<file path="config.mk">
export PLATFORM = sky130hd
export DESIGN_NAME = v3n_cell
export DESIGN_NICKNAME = d
export VERILOG_FILES = /design/src/hw/rtl/v3n_pkg.sv /design/src/hw/rtl/v3n_cell.sv
export SDC_FILE = /design/constraint.sdc
export NUM_CORES = 2
export LEC_CHECK = 0
export ABC_AREA = 0
export BUFFER_PORTS_ARGS = -buffer_cell sky130_fd_sc_hd__buf_2
export CAP_MARGIN = 20
export CORE_AREA = 8 8 772 774
export CTS_CLUSTER_SIZE = 12
export DETAILED_ROUTE_END_ITERATION = 16
export DIE_AREA = 0 0 780 782
export GPL_ROUTABILITY_DRIVEN = 0
export SLEW_MARGIN = 20
export SYNTH_ARGS = -nofsm -noshare
export SYNTH_HDL_FRONTEND = slang
export SYNTH_SLANG_ARGS = --single-unit
</file>
<file path="constraint.sdc">
create_clock -name clk -period 0.8 [get_ports clk]
set_input_delay 0.08 -clock clk [delete_from_list [all_inputs] [get_ports clk]]
set_output_delay 0.08 -clock clk [all_outputs]
set_load 0.02 [all_outputs]
</file>
<file path="src/hw/rtl/v3n_pkg.sv">
package v3n_pkg;

	// Coordinate width (signed Q16.16 at 32 bits)
	localparam int COORD_WIDTH = 32;
	localparam int IN_BYTES    = (3 * COORD_WIDTH + 7) / 8;
	localparam int IN_W        = 8 * IN_BYTES;

	// Result format: signed Q2.30
	localparam int FRAC_BITS = 30;
	localparam int UNIT_W    = FRAC_BITS + 2;
	localparam int OUT_W     = 3 * UNIT_W;
	localparam int QUO_W     = FRAC_BITS + 1;
	localparam int NUM_CELLS = FRAC_BITS + 1;

	// Square of one magnitude, and the sum of three squares (3 * 2^(2W-2) < 2^(2W))
	localparam int SQ_W  = 2 * COORD_WIDTH;
	localparam int SUM_W = 2 * COORD_WIDTH;

	// Remainder and step terms of the digit recurrence
	localparam int ACC_W   = 2 * COORD_WIDTH + 64;
	localparam int SHIFT_A = FRAC_BITS + 2;
	localparam int SHIFT_B = 2 * FRAC_BITS + 2;

	typedef logic signed [ACC_W-1:0] acc_t;

	typedef struct packed {
		acc_t               rem;
		acc_t               step;
		logic [QUO_W-1:0]   quo;
		logic               neg;
	} lane_t;

	typedef struct packed {
		lane_t [2:0] lane;
		acc_t        sq_term;
		logic        zero;
	} word_t;

endpackage

</file>
<file path="src/hw/rtl/v3n_cell.sv">
module v3n_cell (
	input  logic           clk,
	input  logic           arst_n,
	input  logic           en,
	input  logic           in_vld,
	input  v3n_pkg::word_t in_word,
	output logic           out_vld,
	output v3n_pkg::word_t out_word
);
	import v3n_pkg::*;

	logic   vld_q;
	word_t  word_q;
	word_t  word_d;
	acc_t   diff  [3];
	logic   take  [3];

	// Try the next quotient bit in each lane; keep it when the remainder stays non-negative
	always_comb begin
		word_d = in_word;
		word_d.sq_term = in_word.sq_term >>> 2;
		for (int i = 0; i < 3; i++) begin
			diff[i] = in_word.lane[i].rem - (in_word.lane[i].step + in_word.sq_term);
			take[i] = ~diff[i][ACC_W-1];
			word_d.lane[i].quo = {in_word.lane[i].quo[QUO_W-2:0], take[i]};
			if (take[i]) begin
				word_d.lane[i].rem  = diff[i];
				word_d.lane[i].step = (in_word.lane[i].step >>> 1) + in_word.sq_term;
			end else begin
				word_d.lane[i].step = in_word.lane[i].step >>> 1;
			end
		end
	end

	always_ff @(posedge clk or negedge arst_n) begin
		if (!arst_n) begin
			vld_q <= 1'b0;
		end else if (en) begin
			vld_q <= in_vld;
		end
	end

	always_ff @(posedge clk) begin
		if (en) begin
			word_q <= word_d;
		end
	end

	assign out_vld  = vld_q;
	assign out_word = word_q;

endmodule

</file>
Yosys cells after proc, flatten, opt, wreduce, memory -nomap -nowiden
Index checks and enable logic that the tools add are counted.
{"block": "op_classes", "add_sub_neg": 9, "n_mux": 6, "bitwise": 3}
{"cell": "127-bit by 128-bit adder with 128-bit output", "n": 3}
{"cell": "128-bit adder", "n": 3}
{"cell": "128-bit 2-to-1 mux", "n": 3}
{"cell": "128-bit subtractor", "n": 3}
{"cell": "127-bit 2-to-1 mux", "n": 3}
{"cell": "1-bit inverter", "n": 3}
{"block": "word_totals", "register_bits": 992, "input_bits": 997, "out_inout_bits": 994, "word_cells": 36}

Depth between registers and ports, before layout
{"block": "depth", "word_depth": 3, "depth_mapped": 20, "depth_no_buf": 19}

Worst setup path before layout
No wires, ideal clock.
{"block": "synth_path", "path_type": "input to register", "startpoint": "in in_word[1] (netlist name)", "endpoint": "reg word_q, in the netlist out_word[983], data pin", "setup_time_ns": 0.258, "t_arrival_ns": 4.378, "required_ns": 0.542, "slack_ns": -3.836, "cell_stages": 19, "path_buffers": 0, "path_cell_list": "inv_1 > fa_1 > inv_1 > ha_1 > or2_2 > fa_1 > a21o_1 > a31o_2 > a21oi_1 > o2111a_1 > o21ai_1 > a31oi_1 > o21ai_1 > a21oi_1 > o21ai_1 > a221oi_1 > o21ai_0 > xnor2_1 > o21ai_1"}
{"item": "start, declared", "line_no": "v3n_cell.sv:6", "source": "input v3n_pkg::word_t in_word,"}
{"item": "end signal, assigned", "line_no": "v3n_cell.sv:45", "source": "word_q <= word_d;"}
{"item": "end, declared", "line_no": "v3n_cell.sv:13", "source": "word_t word_q;"}

==> run_results.csv <==
group,metric,value,unit
sta,tightest_slew,0.983,ns
sta,period_needed,4.45,ns
placement,post-place-ws,-5.23,ns
detailed_routing,wl_per_cell,33.9,um
critical_path,path_class,"primary input to flop",
critical_path,reg2reg_from,"out_vld",
clocking,cts_buffers,153,
sta,finalSetupViolCount,2759,
finish,finalNetCount,21381,
logic_synthesis,synth.distinct_cells,106,
sta,maxSlewViolCount,0,
logic_synthesis,async_flop_share,0.00101,
logic_synthesis,synth_seq_area_share,0.308,
logic_synthesis,synth_top_cell_by_area,"edfxtp_1",
critical_path,reg2reg_to,"out_vld",
detailed_routing,wirelength,930,mm
logic_synthesis,synth.area.mux_share,0.00294,
logic_synthesis,syn_nets,13399,
clocking,htree_num_levels,4,
sta,setup_ws,-3.65,ns
min_path,holdPathStages,3,
logic_synthesis,synth_edf_count,991,
logic_synthesis,syn-cell-area,96700,um2
global_routing,antenna_found_initial,513,
finish,drive_gt1_frac,0.443,
power_and_ir_drop,ir_drop,1.73,mV
logic_synthesis,synth_fa_ha_area_frac,0.179,
critical_path,cpMostUsedCell,"buf_12",
logic_synthesis,synth.avg_cell_area,8.59,um2
clocking,cts_tree,"built",
logic_synthesis,synth_top_area_frac,0.308,
sta,fmax,225,MHz
detailed_routing,dr.pass1.iters,10,
detailed_routing,drtIter0Drc,16461,
logic_synthesis,synth_xor_area_frac,0.0670,
logic_synthesis,yosys.area_share.simple,0.148,
logic_synthesis,synth-compound-area-share,0.243,
logic_synthesis,synth_seq_cells,992,
placement,dp_hpwl,786,mm
detailed_routing,vias_per_cell,4.88,
logic_synthesis,synth_area_leaders,"edfxtp_1, ha_1, fa_1",
floorplan,start_util,0.166,
placement,placed_cell_area,160000,um2
min_path,hold_class,"primary input to flop",
run_status,violations,"hold timing, setup timing",
critical_path,cp_slowest_cell,"fa_1",
sta,skew,0,ns
global_routing,grt_max_degree,62,
power_and_ir_drop,power_density,2660,nW/um2
power_and_ir_drop,p_leak,0.0854,uW
placement,portBuffers,1987,
logic_synthesis,synth_top_family_by_area,"compound AO/OA/AOI/OAI gates",
critical_path,cp-end-kind,"flop",
min_path,whs_endpoint,"out_word[295]",
critical_path,setup.worst_path.start_class,"primary input",
global_routing,grt_pass1_wl,1170,mm
sta,slew_headroom,0.340,
critical_path,cp.required,1.40,ns
detailed_routing,drtAntennaViolNets,0,
global_routing,grt_pass1_vias,127013,
sta,rsz0062_at_grt,"true",
finish,fin_util,0.323,
critical_path,r2r_cells,1,
logic_synthesis,synthFlopType,"edfxtp_1",
run_status,outcome,"finished with violations",
sta,tns,-3932.14,ns
sta,hold_slack,-0.455,ns
logic_synthesis,synthCells,11250,
clocking,clock_path_buffers,4,
clocking,path_clk_slew,0.06,ns
flow_run,maxCapViolCount,0,
finish,final_cell_mix,"buf_4, buf_2, nand2_1, dlygate4sd3_1, a21oi_1",
floorplan,row_count,281,
floorplan,io_pins,1991,
global_routing,grt_overflow,0,
finish,final_common_cell,"buf_4",
floorplan,fp.dieArea,610000,um2
critical_path,arrival,5.06,ns
critical_path,cpPeakStageDelay,0.52,ns
detailed_routing,dr_total_vias,133867,
clocking,clockRootBuffer,"clkbuf_16",
floorplan,fp.dieW,780,um
critical_path,cp_max_fo,7,
sta,hold_viol,10,
finish,area_growth,94.8,%
floorplan,core,584000,um2
clocking,clkSinkCount,992,
min_path,worstHoldStart,"in_word[295]",
sta,fin_crit_sh,5.57,
finish,final_cell_area,188000,um2
clocking,insertion_delay,0.89,ns
logic_synthesis,yosys_warnings,0,
floorplan,die_h,782,um
detailed_routing,drc,0,
critical_path,rrSetupSlack,0.04,ns
global_routing,grt_use_total,0.283,
[stage by stage]
stage	total power, uW	instances
floorplan	194000	11250
global placement	362000	25420
detailed placement	363000	25420
CTS	463000	26896
global route	515000	27286
finish	500000	27420
[cell usage after synthesis, types with 114 or more instances]
cell type  number
o21ai_0       881
o21ai_1       412
a21o_1        505
fa_1          384
ha_1          768
a21oi_1      1128
o21a_1        114
clkbuf_1      501
nor3_1        151
nand3_1       120
nand4_1       351
inv_1         748
nor2_1        590
edfxtp_1      991
xnor2_1       470
nand2_1      1492
o21bai_1      246
xor2_1        266
[critical path: cells and delay by family]
family	cells	cell delay, ns
buf+inv	14	2.19
xor+xnor	1	0.26
compound gates	8	1.38
fa+ha+maj	2	0.74
simple gates	3	0.33
[what timing repair did]
action,CTS,global route
setup endpoints to repair,1765,2757
buffers inserted,85,178
cloned,37,65
hold endpoints to repair,1689,57
gates resized for setup,425,1004
pin swaps,129,363
hold buffers,1086,39
[metal layers]
layer	wire length (um)	GRT usage
met1	314000	0.302
met2	372000	0.411
met3	143000	0.156
met4	99800	0.230
met5	1530	0
[sequential cells by signal, summed over array words and instances (netlist names)]
register  cells
out_vld       1
out_word    991
[cell type report]
| class | count | area (um2) |
|---|---|---|
| fillers | 59742 | 395000 |
| repair buffers | 8394 | 71800 |
| multi-input cells | 8941 | 68100 |
| flip-flops and latches | 992 | 29800 |
| well taps | 7782 | 9740 |
| clock buffers | 175 | 3930 |
| inverters | 750 | 2950 |
| clock inverters | 100 | 1280 |
| diodes | 286 | 716 |
[power by group]
| part | internal (uW) | switching [uW] |
|---|---|---|
| sequential | 79000 | 12600 |
| combinational | 144000 | 189000 |
| clock | 43700 | 31100 |
[logic make-up after synthesis]
logic type               after synthesis
flip-flops                           992
XOR/XNOR                             738
buffers and inverters               1317
multiplexers                          26
AO/OA/AOI/OAI                       3881
AND/OR/NAND/NOR                     3144
adder cells (fa/ha/maj)             1152
[worst max path at each step]
| stage | startpoint | end | slack (ns) | cells past startpoint |
|---|---|---|---|---|
| after global routing | in_word[3] | out_word[176] | -3.65 | 27 |
| after floorplan | in_word[1] | out_word[683] | -3.39 | 18 |
| final | in_word[3] | out_word[307] | -3.65 | 28 |
| after detailed placement | in_word[1] | out_word[381] | -5.23 | 25 |
| after CTS | in_word[577] | out_word[679] | -3.57 | 20 |
| after global placement | in_word[1] | out_word[389] | -5.31 | 24 |
Note: power is estimated with default switching activity, not from simulation.
